`config.mk`:
```
export PLATFORM = sky130hd
export DESIGN_NAME = vgc_div
export DESIGN_NICKNAME = d
export VERILOG_FILES = /design/src/vgc_pkg.sv /design/src/vgc_div.sv
export SDC_FILE = /design/constraint.sdc
export NUM_CORES = 1
export LEC_CHECK = 0
export BUFFER_PORTS_ARGS = -buffer_cell sky130_fd_sc_hd__buf_4
export CORE_ASPECT_RATIO = 1.2
export CORE_MARGIN = 2
export CORE_UTILIZATION = 59
export DETAILED_ROUTE_END_ITERATION = 8
export GPL_TIMING_DRIVEN = 0
export PLACE_DENSITY = 0.83
export SYNTH_ARGS = -nofsm -noshare
export SYNTH_HDL_FRONTEND = slang
export SYNTH_SLANG_ARGS = --single-unit
```
`constraint.sdc`:
```
create_clock -name clk -period 4.91 [get_ports clk]
set_input_delay 0.2455 -clock clk [delete_from_list [all_inputs] [get_ports clk]]
set_output_delay 0.2455 -clock clk [all_outputs]
set_load 0.005 [all_outputs]
```
`src/vgc_pkg.sv`:
```
// ----------------------------------------------------------------------------
// vgc_pkg
// shared constants and types for the voxel grid centroid downsampler
// ----------------------------------------------------------------------------
`default_nettype none
package vgc_pkg;
    localparam int COORD_W     = 24;
    localparam int SUM_W       = 40;
    localparam int CNT_W       = 17;
    localparam int VSIZE_W     = 16;
    localparam int MAX_VOXELS  = 1024;
    localparam int IDX_W       = $clog2(MAX_VOXELS);
    localparam int USED_W      = IDX_W + 1;
    localparam int MAX_POINTS  = 65536;
    localparam int DIVD_W      = SUM_W + 1;
    localparam int DIVS_W      = CNT_W;
    localparam int STEP_W      = $clog2(DIVD_W);

    localparam logic [VSIZE_W-1:0] VSIZE_RESET = VSIZE_W'(128);

    localparam logic OP_ADD  = 1'b0;
    localparam logic OP_READ = 1'b1;

    localparam logic STAT_OK    = 1'b0;
    localparam logic STAT_EMPTY = 1'b1;

    typedef struct packed {
        logic signed [COORD_W-1:0] key_x;
        logic signed [COORD_W-1:0] key_y;
        logic signed [COORD_W-1:0] key_z;
        logic signed [SUM_W-1:0]   sum_x;
        logic signed [SUM_W-1:0]   sum_y;
        logic signed [SUM_W-1:0]   sum_z;
        logic [CNT_W-1:0]          count;
    } entry_t;

    typedef struct packed {
        logic              start;
        logic [DIVD_W-1:0] dividend;
        logic [DIVS_W-1:0] divisor;
    } div_req_t;

    typedef struct packed {
        logic              done;
        logic [DIVD_W-1:0] quotient;
        logic              rem_nz;
    } div_rsp_t;
endpackage
`default_nettype wire

```
`src/vgc_div.sv`:
```
// ----------------------------------------------------------------------------
// vgc_div
// unsigned restoring divider, one quotient bit per cycle
// ----------------------------------------------------------------------------
`default_nettype none
module vgc_div (
    input  wire logic             clk,
    input  wire logic             rst_n,
    input  wire vgc_pkg::div_req_t req,
    output vgc_pkg::div_rsp_t      rsp
);
    import vgc_pkg::*;

    logic              busy_reg, busy_next;
    logic              done_reg, done_next;
    logic [STEP_W-1:0] step_reg, step_next;
    logic [DIVD_W-1:0] quo_reg, quo_next;
    logic [DIVS_W-1:0] rem_reg, rem_next;
    logic [DIVS_W-1:0] dvs_reg, dvs_next;
    logic [DIVS_W:0]   trial;
    logic              fits;

    assign trial = {rem_reg, quo_reg[DIVD_W-1]};
    assign fits  = trial >= {1'b0, dvs_reg};

    always_comb
    begin
        busy_next = busy_reg;
        done_next = 1'b0;
        step_next = step_reg;
        quo_next  = quo_reg;
        rem_next  = rem_reg;
        dvs_next  = dvs_reg;
        if (req.start)
        begin
            busy_next = 1'b1;
            step_next = STEP_W'(DIVD_W - 1);
            quo_next  = req.dividend;
            rem_next  = '0;
            dvs_next  = req.divisor;
        end
        else if (busy_reg)
        begin
            quo_next = {quo_reg[DIVD_W-2:0], fits};
            rem_next = fits ? DIVS_W'(trial - {1'b0, dvs_reg}) : trial[DIVS_W-1:0];
            if (step_reg == '0)
            begin
                busy_next = 1'b0;
                done_next = 1'b1;
            end
            else
            begin
                step_next = step_reg - 1'b1;
            end
        end
    end

    always_ff @(posedge clk or negedge rst_n)
    begin
        if (!rst_n)
        begin
            busy_reg <= 1'b0;
            done_reg <= 1'b0;
            step_reg <= '0;
        end
        else
        begin
            busy_reg <= busy_next;
            done_reg <= done_next;
            step_reg <= step_next;
        end
    end

    always_ff @(posedge clk)
    begin
        quo_reg <= quo_next;
        rem_reg <= rem_next;
        dvs_reg <= dvs_next;
    end

    assign rsp.done     = done_reg;
    assign rsp.quotient = quo_reg;
    assign rsp.rem_nz   = rem_reg != '0;
endmodule
`default_nettype wire

```
### Word-level counts from Yosys, hierarchy flattened

Cells that the tools add are included.

* shift-type cells: 0
* reductions and logical operators: 4
* mux-type cells: 12
* add/sub/neg operators: 2
* magnitude comparators: 1
* $mul: 0
* bitwise gates (word level): 0
* eq/ne operators: 1
* div/mod/pow operators: 0

Operators by type and width (number)
* $mux W41: 2
* $ge A18 B17 Y1: 1
* $mux W6: 3
* $mux W17: 1
* $reduce_bool A17 Y1: 1
* $sub A17 B17 Y17: 1
* $logic_not A6 Y1: 1
* $mux W1: 6
* $sub A6 B1 Y6 const B: 1
* $ne A2 B2 Y1 const B: 1
* $reduce_and A2 Y1: 1
* $reduce_bool A2 Y1: 1

* input bits: 61
* bits in read-only memories: 0
* output and inout port bits: 43
* memories: 0
* RAM bits: 0
* register bits: 83
* latch bits: 0

### Logic depth before layout (Yosys ltp)

* word-level depth: 4
* depth in mapped cells: 11
* mapped depth without buffers: 10

### Worst setup path before layout

Ideal clock, no wire load.

* path kind: register -> register
* start point: register quo_reg[40]
* end point: register quo_reg[0], data pin
* library setup time: 0.260 ns
* path buffers: 1
* stages on the path, launching flop included: 11
* setup slack: 2.378 ns
* period minus slack after synthesis: 2.532 ns
* required time: 4.650 ns
* data arrival time: 2.272 ns
* cells stage by stage: edfxtp_1 -> inv_1 -> ha_1 -> inv_1 -> fa_1 -> a21oi_1 -> o211ai_4 -> a211oi_4 -> o21ai_4 -> buf_6 -> mux2_2

* word-level cells in the longest chain between the ends: 3

RTL lines
* from (decl): RTL line vgc_div.sv:17 `logic [DIVD_W-1:0] quo_reg, quo_next;`
* from (signal assigned): RTL line vgc_div.sv:76 `quo_reg <= quo_next;`
* $ge A18 B17 Y1: RTL line vgc_div.sv:24 `assign fits = trial >= {1'b0, dvs_reg};`
* $mux W41: RTL line vgc_div.sv:42 `else if (busy_reg)`
* $mux W41: RTL line vgc_div.sv:34 `if (req.start)`
* named net quo_next[0]: RTL line vgc_div.sv:17

The timed path passes the listed nets, and every way through them passes these cells. The select of a mux whose other input is x is not followed.
A chain may end at the register's enable or synchronous reset.

### Worst setup path in the final report

Ends and elaborated chain as after synthesis.

==> metrics.txt <==
status complete, no violations; WL/cell 18.1 um; R2R depth 10; Sink Count 83; final cycle utilization of the critical path 58.1%; Setup Crit Path Kind flip-flop to flip-flop; post-synthesis cell count 385; CP Launch Type flip-flop; # setup viols final 0; post-route ant nets 0; reg2reg setup slack 2.06 ns; # nets final 581; HP Class input pin to flip-flop; # diodes 0; top cell type's share of synthesized area 38.4%; Via density 6.00; max FFs per register 41; setup TNS 0 ns; Max Slew Vio Count 0; EDFF count, synth 58; Initial DRT Pass Iterations 5; buffers inserted by post-CTS timing repair 0; Rows 35; placed inst area 0.00542 sq mm; Syn. warnings 0; die area 0.00841 sq mm; gr usage total 26.4%; worst reg2reg endpoint quo_reg[0]; final setup skew 0.00872 ns; Final Hold Fails 0; worst slew pin tran 0.834 ns; Post-Syn Area 0.00454 sq mm; drt drc 0; Total Wirelength 10,800 um; Synth Area per Inst 11.8 sq um; cell accounting for the most synthesized area edfxtp_1; post-route cell area 0.00566 sq mm; CP Data Required Time 5.02 ns; Die Ht 100 um; Main synth FF type edfxtp_1; Synth Register Bits 83; GPL Wtd Cong 0.858; min-delay src req[0]; Max FO, Critical Path 10; Area growth syn-to-layout 24.7%; Final HPWL DP 7840 um; Worst EP arrival 2.96 ns; first-pass GRT wire length 17,500 um; DR iter-0 viols 289; Inst Count DP 580; CTS Buffer Depth 2; fin util 74.7%; Initial Utilization 59.9%; asr flop ratio synth 9.64%; Setup crit start quo_reg[40]; GR Overflow Total 0; Chip Width 84.0 um; Post-Syn Nets 466; clk root buf clkbuf_8; reg2reg start quo_reg[40]; vias post-DR 3,581; share of cells above drive strength 1 38.8%; sequential share of the synthesized area 50.3%; number of global-route vias before repair 3,620; Final min period 2.85 ns; Setup crit end kind flip-flop; top-count cell post-synth edfxtp_1; P per Cell Area 359 mW/mm^2; unrepaired setup endpoints after global routing false; top cells by count, synth edfxtp_1 (58), mux2_2 (41), inv_1 (31); leakage power 2.40 nW; TritonCTS buffer count 9; htree depth 3; antenna violations before repair 0; Clock Pin Slew Worst Setup and Hold Paths 0.09 ns; # IOs 104; Port-buffer cells 103; crit path to quo_reg[0]; largest net degree at the start of global routing 42; slew margin rel. 44.3%; Fmax 351 MHz; clock latency on the worst-skew pair 0.35 ns; Non-Filler Instances 597; max-cap violation count 0; Synth cell types 68; top cells by area, synth edfxtp_1 (38%), mux2_2 (10%), dfxtp_1 (7.5%); CTS tree done; Core ar. 0.00758 sq mm; worst-case vdd ir drop 0.285 mV
-- layout by cell type, fill, tap and decap left out, types with 2 or more instances in the layout --
master / netlist / routed
nand4_1: 3 / 3
dfrtp_1: 8 / 8
o21a_1: 3 / 3
buf_6: 2 / 2
nand2_1: 25 / 25
a31oi_1: 2 / 2
o21ai_0: 15 / 15
a32oi_1: 5 / 5
nand2_2: 4 / 4
dfxtp_1: 17 / 17
edfxtp_1: 58 / 58
nor2b_1: 2 / 2
inv_6: 0 / 2
a311oi_2: 4 / 4
a211o_1: 2 / 2
xor2_1: 6 / 6
or4_1: 2 / 2
nor3_1: 8 / 8
nor2_1: 22 / 22
nor4_1: 7 / 7
clkbuf_8: 4 / 13
nand3_1: 16 / 16
o21bai_1: 2 / 2
bufinv_16: 0 / 2
inv_1: 31 / 30
a211oi_1: 3 / 3
mux2_2: 41 / 41
clkbuf_1: 4 / 4
buf_2: 3 / 3
a311oi_1: 4 / 4
clkinv_4: 0 / 2
o311ai_0: 2 / 2
buf_4: 3 / 106
a21oi_1: 16 / 16
xnor2_1: 6 / 6
ha_1: 19 / 19
o31ai_1: 2 / 2
-- critical path, cell delays in order, from the launching register on --
cell,delay (ns)
edfxtp_1,0.42
inv_1,0.08
ha_1,0.16
inv_1,0.05
fa_1,0.40
a21oi_1,0.37
o211ai_4,0.18
a211oi_4,0.33
o21ai_4,0.16
buf_6,0.18
mux2_2,0.26
-- how the worst min path moves through the flow --
stage | depth (start not counted) | slack [ns] | to
detailed placement | 1 | 0.07 | step_reg[5]
finish | 1 | 0.06 | dvs_reg[0]
CTS | 1 | 0.05 | dvs_reg[0]
floorplan | 0 | -0.05 | busy_reg
global route | 1 | 0.05 | dvs_reg[15]
global placement | 1 | 0.07 | step_reg[5]
-- power breakdown --
| group | total, mW | leakage, nW | switching [mW] | internal, mW |
|---|---|---|---|---|
| Sequential | 0.905 | 0.834 | 0.0658 | 0.839 |
| Combinational | 0.566 | 1.45 | 0.285 | 0.281 |
| Clock | 0.557 | 0.112 | 0.267 | 0.290 |
-- layout make-up --
| class | instances | area, sq um |
|---|---|---|
| clock inverter | 7 | 98.8 |
| inverter | 31 | 116 |
| sequential | 83 | 2280 |
| timing repair buffer | 104 | 783 |
| fill | 532 | 1920 |
| buffer | 17 | 135 |
| tap | 92 | 115 |
| clock buffer | 9 | 124 |
| multi-input combinational | 254 | 2000 |
-- stage by stage --
| stage | total power [mW] | setup slack (ns) | hold slack, ns |
|---|---|---|---|
| 2_1_floorplan | 1.26 | 2.38 | -0.0501 |
| 3_3_place_gp | 1.45 | 2.15 | 0.0678 |
| 3_5_place_dp | 1.47 | 2.10 | 0.0672 |
| 4_1_cts | 2.03 | 2.06 | 0.0546 |
| 5_1_grt | 2.12 | 1.95 | 0.0548 |
| 6_report | 2.03 | 2.06 | 0.0617 |
-- cells by family (layout without fill, tap and decap cells) --
kind of cell | count (synthesis) | in the layout | synth area share (%)
XOR/XNOR | 12 | 12 | 2.32
buffers and inverters | 48 | 168 | 5.54
AO/OA/AOI/OAI | 82 | 82 | 14.9
AND/OR/NAND/NOR | 98 | 98 | 10.9
multiplexers | 42 | 42 | 10.4
adder cells (fa/ha/maj) | 20 | 20 | 5.68
flip-flops | 83 | 83 | 50.3
-- routing by layer --
metal / global-route usage (%) / vias up / routed length, um
met5: 0 / - / 0
met4: 11.0 / 0 / 223
met3: 6.41 / 17 / 685
met2: 46.5 / 123 / 5700
met1: 30.8 / 1769 / 4220
li1: - / 1672 / -
-- what timing repair did --
| action | CTS | global route |
|---|---|---|
| hold buffers | 1 | 0 |
| resized for setup | 0 | 0 |
| endpoints found under the hold margin | 8 | 0 |
Power figures use the tool's default switching activity.
